<file path="src/lcmlt_pkg.sv">
`default_nettype none
package lcmlt_pkg;

    localparam int SLOPE_W   = 32;
    localparam int ICPT_W    = 48;
    localparam int X_W       = 16;
    localparam int CFG_W     = 16;
    localparam int REG_IDX_W = 8;
    // Left end and midpoint of any node: range_left plus up to 2^16 - 1.
    localparam int LO_W      = 18;
    localparam int DIFF_W    = SLOPE_W + 1;
    localparam int DC_W      = ICPT_W + 1;
    localparam int PROD_W    = DIFF_W + LO_W;
    localparam int VAL_W     = PROD_W + 1;
    localparam int BV_W      = 50;
    // Node index within a level; enough for the deepest level allowed.
    localparam int IDX_W     = 16;
    localparam int LINE_W    = 1 + SLOPE_W + ICPT_W;

    localparam logic OP_INSERT = 1'b0;
    localparam logic OP_QUERY  = 1'b1;

    localparam logic [REG_IDX_W-1:0] REG_RANGE_LEFT   = 8'd0;
    localparam logic [REG_IDX_W-1:0] REG_KEEP_MAXIMUM = 8'd1;

    localparam logic signed [SLOPE_W-1:0] SLOPE_LIM = 32'sh7fff_ffff;
    localparam logic signed [ICPT_W-1:0]  ICPT_LIM  = 48'sh7fff_ffff_ffff;

    // One item walking down the chain. For a query, m and c hold the best
    // line found so far and bv its value at x.
    typedef struct packed {
        logic                      op;
        logic signed [SLOPE_W-1:0] m;
        logic signed [ICPT_W-1:0]  c;
        logic signed [X_W-1:0]     x;
        logic signed [LO_W-1:0]    lo;
        logic [IDX_W-1:0]          idx;
        logic                      have;
        logic signed [VAL_W-1:0]   bv;
    } tok_t;

    typedef struct packed {
        logic             active;
        logic [IDX_W-1:0] addr;
    } clr_t;

endpackage
`default_nettype wire

</file>
<file path="src/lcmlt_ram.sv">
`default_nettype none
module lcmlt_ram #(
    parameter int WIDTH = 8,
    parameter int DEPTH = 16,
    localparam int AW = (DEPTH > 1) ? $clog2(DEPTH) : 1
) (
    input  wire logic                    clk,
    input  wire logic                    we,
    input  wire logic [AW-1:0]           waddr,
    input  wire logic [WIDTH-1:0]        wdata,
    input  wire logic                    re,
    input  wire logic [AW-1:0]           raddr,
    output logic      [WIDTH-1:0]        rdata
);
    logic [WIDTH-1:0] mem [DEPTH];

    always_ff @(posedge clk)
    begin
        if (we)
        begin
            mem[waddr] <= wdata;
        end
        if (re)
        begin
            rdata <= mem[raddr];
        end
    end
endmodule
`default_nettype wire

</file>
<file path="src/lcmlt_cell.sv">
`default_nettype none
module lcmlt_cell #(
    parameter int LOG_RANGE = 10,
    parameter int LEVEL     = 0
) (
    input  wire logic              clk,
    input  wire logic              rst_n,
    input  wire lcmlt_pkg::clr_t   clr,
    input  wire logic              in_valid,
    output logic                   in_ready,
    input  wire lcmlt_pkg::tok_t   in_tok,
    output logic                   out_valid,
    input  wire logic              out_ready,
    output lcmlt_pkg::tok_t        out_tok
);
    localparam int  DEPTH = 1 << LEVEL;
    localparam int  AW    = (LEVEL > 0) ? LEVEL : 1;
    localparam bit  LAST  = (LEVEL == LOG_RANGE);
    localparam int  HALF  = (LEVEL < LOG_RANGE) ? (1 << (LOG_RANGE - LEVEL - 1)) : 0;

    typedef enum logic [5:0] {
        S_IDLE = 6'b000001,
        S_READ = 6'b000010,
        S_MLO  = 6'b000100,
        S_MMID = 6'b001000,
        S_FIN  = 6'b010000,
        S_SEND = 6'b100000
    } state_t;

    state_t state_reg, state_next;
    lcmlt_pkg::tok_t tok_reg, tok_next;

    logic signed [lcmlt_pkg::SLOPE_W-1:0] s_reg;
    logic signed [lcmlt_pkg::ICPT_W-1:0]  t_reg;
    logic                                 nv_reg;
    logic signed [lcmlt_pkg::DIFF_W-1:0]  dm_reg;
    logic signed [lcmlt_pkg::DC_W-1:0]    dc_reg;
    logic signed [lcmlt_pkg::PROD_W-1:0]  prod_reg;
    logic signed [lcmlt_pkg::VAL_W-1:0]   qv_reg;
    logic                                 blo_reg;

    logic [lcmlt_pkg::LINE_W-1:0] rdata;
    logic [lcmlt_pkg::LINE_W-1:0] wdata;
    logic [AW-1:0]                waddr;
    logic                         we;
    logic                         ins_we;

    logic signed [lcmlt_pkg::DIFF_W-1:0] mul_a;
    logic signed [lcmlt_pkg::LO_W-1:0]   mul_b;
    logic signed [lcmlt_pkg::PROD_W-1:0] prod;
    logic signed [lcmlt_pkg::LO_W-1:0]   mid;
    logic signed [lcmlt_pkg::VAL_W-1:0]  sum;
    logic                                bmid;
    logic                                qbetter;
    logic                                go_left;

    assign in_ready  = (state_reg == S_IDLE);
    assign out_valid = (state_reg == S_SEND);
    assign out_tok   = tok_reg;

    assign mid = tok_reg.lo + lcmlt_pkg::LO_W'(HALF);

    // One shared multiplier: line difference at lo then at mid for an insert,
    // stored line at x for a query.
    assign mul_a = (tok_reg.op == lcmlt_pkg::OP_QUERY) ? lcmlt_pkg::DIFF_W'(s_reg) : dm_reg;
    assign mul_b = (state_reg == S_MMID) ? mid :
                   (tok_reg.op == lcmlt_pkg::OP_QUERY) ? lcmlt_pkg::LO_W'(tok_reg.x) :
                   tok_reg.lo;
    assign prod  = mul_a * mul_b;

    assign sum = (tok_reg.op == lcmlt_pkg::OP_QUERY && state_reg == S_MMID) ?
                 lcmlt_pkg::VAL_W'(prod_reg) + lcmlt_pkg::VAL_W'(t_reg) :
                 lcmlt_pkg::VAL_W'(prod_reg) + lcmlt_pkg::VAL_W'(dc_reg);

    assign bmid    = sum[lcmlt_pkg::VAL_W-1];
    assign qbetter = nv_reg && (!tok_reg.have || qv_reg < tok_reg.bv);
    assign go_left = (tok_reg.op == lcmlt_pkg::OP_QUERY) ?
                     (lcmlt_pkg::LO_W'(tok_reg.x) < mid) : (blo_reg != bmid);

    assign ins_we = (state_reg == S_FIN) && (tok_reg.op == lcmlt_pkg::OP_INSERT)
                    && (!nv_reg || bmid);

    always_comb
    begin
        if (clr.active)
        begin
            we    = 1'b1;
            waddr = clr.addr[AW-1:0];
            wdata = '0;
        end
        else
        begin
            we    = ins_we;
            waddr = tok_reg.idx[AW-1:0];
            wdata = {1'b1, tok_reg.m, tok_reg.c};
        end
    end

    lcmlt_ram #(
        .WIDTH (lcmlt_pkg::LINE_W),
        .DEPTH (DEPTH)
    ) u_ram (
        .clk   (clk),
        .we    (we),
        .waddr (waddr),
        .wdata (wdata),
        .re    (in_valid && in_ready),
        .raddr (in_tok.idx[AW-1:0]),
        .rdata (rdata)
    );

    always_comb
    begin
        state_next = state_reg;
        tok_next   = tok_reg;
        case (state_reg)
            S_IDLE:
            begin
                if (in_valid)
                begin
                    state_next = S_READ;
                    tok_next   = in_tok;
                end
            end
            S_READ: state_next = S_MLO;
            S_MLO:  state_next = S_MMID;
            S_MMID: state_next = S_FIN;
            S_FIN:
            begin
                if (tok_reg.op == lcmlt_pkg::OP_QUERY)
                begin
                    if (qbetter)
                    begin
                        tok_next.have = 1'b1;
                        tok_next.m    = s_reg;
                        tok_next.c    = t_reg;
                        tok_next.bv   = qv_reg;
                    end
                    state_next = S_SEND;
                end
                else if (!nv_reg || LAST)
                begin
                    state_next = S_IDLE;
                end
                else
                begin
                    // The line that loses at the midpoint goes down.
                    if (bmid)
                    begin
                        tok_next.m = s_reg;
                        tok_next.c = t_reg;
                    end
                    state_next = S_SEND;
                end
                if (!LAST)
                begin
                    tok_next.idx = {tok_reg.idx[lcmlt_pkg::IDX_W-2:0], !go_left};
                    if (!go_left)
                    begin
                        tok_next.lo = mid;
                    end
                end
            end
            S_SEND:
            begin
                if (out_ready)
                begin
                    state_next = S_IDLE;
                end
            end
            default: state_next = S_IDLE;
        endcase
    end

    always_ff @(posedge clk or negedge rst_n)
    begin
        if (!rst_n)
        begin
            state_reg <= S_IDLE;
        end
        else
        begin
            state_reg <= state_next;
        end
    end

    always_ff @(posedge clk)
    begin
        tok_reg <= tok_next;
        if (state_reg == S_READ)
        begin
            nv_reg <= rdata[lcmlt_pkg::LINE_W-1];
            s_reg  <= rdata[lcmlt_pkg::LINE_W-2 -: lcmlt_pkg::SLOPE_W];
            t_reg  <= rdata[lcmlt_pkg::ICPT_W-1:0];
            dm_reg <= lcmlt_pkg::DIFF_W'(tok_reg.m)
                      - lcmlt_pkg::DIFF_W'($signed(rdata[lcmlt_pkg::LINE_W-2 -: lcmlt_pkg::SLOPE_W]));
            dc_reg <= lcmlt_pkg::DC_W'(tok_reg.c)
                      - lcmlt_pkg::DC_W'($signed(rdata[lcmlt_pkg::ICPT_W-1:0]));
        end
        if (state_reg == S_MLO || state_reg == S_MMID)
        begin
            prod_reg <= prod;
        end
        if (state_reg == S_MMID)
        begin
            qv_reg  <= sum;
            blo_reg <= bmid;
        end
    end

    a_clear_idle: assert property (@(posedge clk) disable iff (!rst_n)
        clr.active |-> state_reg == S_IDLE)
        else $error("clearing pass while a cell is busy");

    a_empty_stops: assert property (@(posedge clk) disable iff (!rst_n)
        (state_reg == S_FIN && tok_reg.op == lcmlt_pkg::OP_INSERT && !nv_reg)
        |=> state_reg == S_IDLE)
        else $error("insert into empty node did not stop");

    a_query_have: assert property (@(posedge clk) disable iff (!rst_n)
        (state_reg == S_FIN && tok_reg.op == lcmlt_pkg::OP_QUERY && nv_reg)
        |=> (state_reg == S_SEND && tok_reg.have))
        else $error("query passed a stored line without a best line");

    a_write_in_fin: assert property (@(posedge clk) disable iff (!rst_n)
        ins_we |-> !clr.active)
        else $error("insert write during clearing pass");
endmodule
`default_nettype wire

</file>
<file path="config.mk">
export PLATFORM = sky130hd
export DESIGN_NAME = lcmlt_cell
export DESIGN_NICKNAME = d
export VERILOG_FILES = /design/src/lcmlt_pkg.sv /design/src/lcmlt_ram.sv /design/src/lcmlt_cell.sv
export SDC_FILE = /design/constraint.sdc
export NUM_CORES = 2
export LEC_CHECK = 0
export ABC_CLOCK_PERIOD_IN_PS = 15800
export BUFFER_PORTS_ARGS = -buffer_cell sky130_fd_sc_hd__buf_2
export CORE_UTILIZATION = 43
export DETAILED_ROUTE_END_ITERATION = 6
export MAX_ROUTING_LAYER = met4
export PLACE_DENSITY = 0.66
export SETUP_SLACK_MARGIN = 0.4
export SYNTH_ARGS = -nofsm -noshare
export SYNTH_HDL_FRONTEND = slang
export SYNTH_HIERARCHICAL = 1
export SYNTH_SLANG_ARGS = --single-unit
</file>
<file path="constraint.sdc">
create_clock -name clk -period 15.8 [get_ports clk]
set_input_delay 3.16 -clock clk [delete_from_list [all_inputs] [get_ports clk]]
set_output_delay 3.16 -clock clk [all_outputs]
set_load 0.02 [all_outputs]
</file>
Yosys cells after proc, flatten, opt, wreduce, memory -nomap -nowiden

Memory sizes are Yosys's and may differ from the RTL's. A register that Yosys moved wholly into a read port is not among the register bits.
Index checks and enable logic that the tools add are counted.

Latch bits: 0
Memory bits (writable): 81
Input port bits: 205
Bits in registers: 457
Bits in read-only memories: 0
Memories: 1
Word-level logic and storage cells: 84
Output and inout port bits: 186

Multipliers: 1
Bitwise gates (word level): 1
Order comparisons: 2
Add/sub/neg operators: 5
Reductions and logical operators: 18
Div/mod/pow operators: 0
Shift-type cells: 0
Multiplexer cells: 24
Eq/ne operators: 15

Memories:

| memory    | depth | width | rd ports | clocked after Yosys merged registers in | wr ports | RTL line        | text |
|---|---|---|---|---|---|---|---|
| u_ram.mem | 1     | 81    | 1        | 1                                       | 1        | lcmlt_ram.sv:15 | `logic [WIDTH-1:0] mem [DEPTH];` |

Operator list:

| kind                   | number |
|---|---|
| $mux 80                | 4 |
| $mux 183               | 1 |
| $pmux 87 s2            | 1 |
| $pmux 80 s2            | 1 |
| $mux 53                | 2 |
| $mux 81                | 1 |
| $mux 18                | 3 |
| $add 51x48->52         | 1 |
| $add 51x49->52         | 1 |
| $lt 52x52->1           | 1 |
| $mux 52                | 1 |
| $mul 33x18->51         | 1 |
| $sub 48x48->49         | 1 |
| $pmux 6 s6             | 1 |
| $mux 33                | 1 |
| $sub 32x32->33         | 1 |
| $mux 6                 | 4 |
| $add 18x11->18 const B | 1 |
| $lt 16x18->1           | 1 |
| $ne 3x3->1 const B     | 3 |
| $ne 2x2->1 const B     | 4 |
| $eq 6x1->1 const B     | 1 |
| $eq 6x2->1 const B     | 1 |
| $eq 6x3->1 const B     | 1 |
| other kinds (15)       | 28 |

Depth between registers and ports, before layout

Word-level depth: 8
Gate-level depth with buffers: 32
Mapped depth without buffers: 29

Modules after synthesis

Netlist, hierarchy kept.

Modules (own cells, without submodules):

| module     | cells each | instances | seq. area each (µm²) | area each (µm²) |
|---|---|---|---|---|
| lcmlt_cell | 4,876      | 1         | 13,664.4             | 46,807.4 |
| lcmlt_ram  | 162        | 1         | 4,864.7              | 4,864.7 |

Worst setup path before layout

Ideal clock, no wire load.

Kind: register to register
Start point: register state_reg[5]
End point: register state_reg[0]
Clock period less this slack: 13,825 ps
Cell stages (with the launch flop): 5
Buffers on the path: 0
Data required time: 15,349 ps
Setup time: 451 ps
Arrival: 13,373 ps
Setup slack: 1,975 ps
Path through: dfrtp_1 -> nor2_1 -> nand2_1 -> nor3b_1 -> o41ai_1

Cells in the longest elaborated chain, start to end: 3
Elaborated cells on any way between the ends: 10
Those cells by class: eq/ne (8); mux (1); reduce/logical (1)

Ends and longest elaborated chain:

| element                                            | RTL line          | text |
|---|---|---|
| from (decl)                                        | lcmlt_cell.sv:30  | `state_t state_reg, state_next;` |
| from (signal assigned)                             | lcmlt_cell.sv:183 | `state_reg <= state_next;` |
| $eq 6x6->1 or $eq 6x1->1 (tied branches)           | lcmlt_cell.sv:116 | `case (state_reg)` |
| $ne 2x1->1 (no line) or $ne 2x2->1 (tied branches) | n/a               |  |
| $reduce_and 2->1 (no line)                         | n/a               |  |

Several ways; a longest one is shown, not always the timed one.
A chain may end at the register's enable or synchronous reset.

Worst setup path after layout

Start point: register state_reg[1]
End point: register prod_reg[45] (netlist name) (data pin)

Cells in the longest elaborated chain, start to end: 3

Ends and longest elaborated chain:

| element              | RTL line          | text |
|---|---|---|
| $eq 6x4->1           | lcmlt_cell.sv:66  | `assign mul_b = (state_reg == S_MMID) ? mid :` |
| $mux 18              | lcmlt_cell.sv:66  |  |
| $mul 33x18->51       | lcmlt_cell.sv:69  | `assign prod = mul_a * mul_b;` |
| via prod, one bit    | lcmlt_cell.sv:50  | `logic signed [lcmlt_pkg::PROD_W-1:0] prod;` |
| to (signal assigned) | lcmlt_cell.sv:202 | `prod_reg <= prod;` |
| to (decl)            | lcmlt_cell.sv:38  | `logic signed [lcmlt_pkg::PROD_W-1:0] prod_reg;` |

The timed path passes the listed nets, and every way through them passes these cells.

==> impl_metrics.yaml <==
sta:
  setup_viol: 0
  max_freq_mhz: 100
  skew_ns: 0.0241
  rsz0062_at_grt: "false"
  finalHoldViolCount: 0
  fin_tns_setup_ns: 0
  period_share_pct: 63.2
  finalCriticalPeriod_ns: 9.99
  worst_pin_slew_ns: 1.23
  slew_viol_final: 0
  relSlewSlack_pct: 15.6
synth:
  syn_area_sq_mm: 0.0517
  avgSynthCellArea_sq_um: 10.3
  synth.net_count: 6137
  syn_inst: 5037
  synth_warnings: 6
placement:
  dp.final_hpwl_mm: 106
  portBuffers: 374
  gp_congestion: 0.921
worst_setup_path:
  required_ns: 16.21
  startpoint: "state_reg[1]"
  arrival_ns: 10.40
  critPathCapture: "prod_reg[45]"
  rr_endpoint: "prod_reg[45]"
  rr_worst_depth: 26
  crit_path_end_kind: "register"
  critPathMaxFanout: 21
  rrSetupSlack_ns: 5.81
  start_kind: "register"
  reg2reg_from: "state_reg[1]"
  crit_type: "register to register"
cts:
  cts-root-buf: "clkbuf_16"
  postCtsHoldBufs: 0
  clk_latency_ns: 0.64
  post_cts_resized: 0
  clock-sinks: 618
  cts_tree: "yes"
  cts_buffers: 71
  clk_pin_slew_ns: 0.07
  cts_max_path_buffers: 3
  postCtsSetupBuffers: 0
  htreeDepth: 3
global_routing:
  grt_pass1_wl_mm: 219
  grt_max_degree: 181
  grt_pass1_vias: 38500
  overflow: 0
  grt_antenna_before_repair: 1
  track_usage_pct: 24.0
hold_path:
  hold_path.class: "register to register"
detailed_routing:
  vias: 37400
  postRouteAntennaNets: 0
  dr.pass1.iters: 6
  via_per_inst: 5.34
  drc_errors: 0
  wl_per_cell_um: 20.1
  drtIter0Drc: 2795
  postRouteWirelength_mm: 141
die:
  die_y_um: 349
  core.rowCount: 126
  die_width_um: 349
  floorplan.initialDensity_pct: 43.6
  die-area_sq_mm: 0.122
  core_sq_mm: 0.119
  ios: 391
final_layout:
  fin_nets: 6443
  drive_above_1_share_pct: 11.6
  area_growth_pct: 11.5
  largest_register_ffs: 184
run:
  cap_viol_max_count: 0
status:
  status: "finished clean"
==> critical path, stage by stage (launching register included) <==
cell      delay [ns]
dfrtp_1         0.40
nor2_1          0.22
nand4b_1        0.62
nand2_1         1.04
mux2i_1         0.98
nor2_1          0.29
fa_1            0.85
fa_1            0.49
ha_1            0.31
inv_1           0.06
fa_1            0.50
inv_1           0.06
fa_1            0.53
inv_1           0.05
fa_1            0.58
inv_1           0.06
ha_1            0.37
a21o_1          0.19
a21o_1          0.18
a21oi_1         0.28
o211ai_1        0.15
a31oi_1         0.40
o21ai_0         0.21
o22ai_1         0.34
o21ai_0         0.17
a21oi_1         0.19
xnor2_1         0.22
==> worst min-delay path by stage <==
stage / startpoint / end / slack (ns) / cells after the start
finish: u_ram/mem[0][38] / u_ram/rdata[38] / 0.41 / 0
global placement: u_ram/mem[0][69] / u_ram/rdata[69] / 0.40 / 0
floorplan: u_ram/rdata[80] / nv_reg / 0.40 / 0
global route: u_ram/mem[0][13] / u_ram/rdata[13] / 0.42 / 0
detailed placement: u_ram/mem[0][53] / u_ram/rdata[53] / 0.40 / 0
CTS: u_ram/mem[0][38] / u_ram/rdata[38] / 0.41 / 0
==> metrics by stage <==
step	instance area (sq um)	util (%)	setup slack (ns)	hold slack (ns)	cells
after floorplan	51700	-	1.98	0.400	5037
after global placement	55300	46.6	6.08	0.401	6870
after detailed placement	55300	46.6	5.94	0.405	6870
after CTS	57600	48.6	5.87	0.407	6998
after global routing	57600	48.6	5.22	0.416	6999
final	57600	48.6	5.81	0.410	6999
==> area by class of cell <==
type,instances,area [sq um]
clock inverter,40,374
tap,1600,2000
clock buffer,88,1950
sequential,618,18500
inverter,873,3280
antenna,1,2.50
fill,10900,61000
multi-input combinational,3371,29300
timing repair buffer,408,2160
==> layout by cell type (no fill, tap or decap), drive strengths merged, types with 21 or more instances in the layout <==
cell type,instances
inv,876
nand2,783
edfxtp,612
fa,572
buf,408
ha,323
nor2,291
nand3,200
a21oi,169
o21ai,117
xnor2,115
a21o,112
nor2b,106
clkbuf,88
mux2,87
xor2,47
mux2i,40
nand4,39
and2,35
o21a,35
o21bai,30
nand2b,29
a211oi,28
clkinv,28
nor3,26
and3,21
==> routing by layer <==
metal / global-route usage [%] / share of wire, %
met2: 39.0 / 48
met3: 3.18 / 5.7
met1: 30.2 / 42
met4: 10.2 / 4.2
met5: - / 0
Power is not shown: default switching activity piles up to over one toggle a cycle in this logic, so the estimate is an artifact.
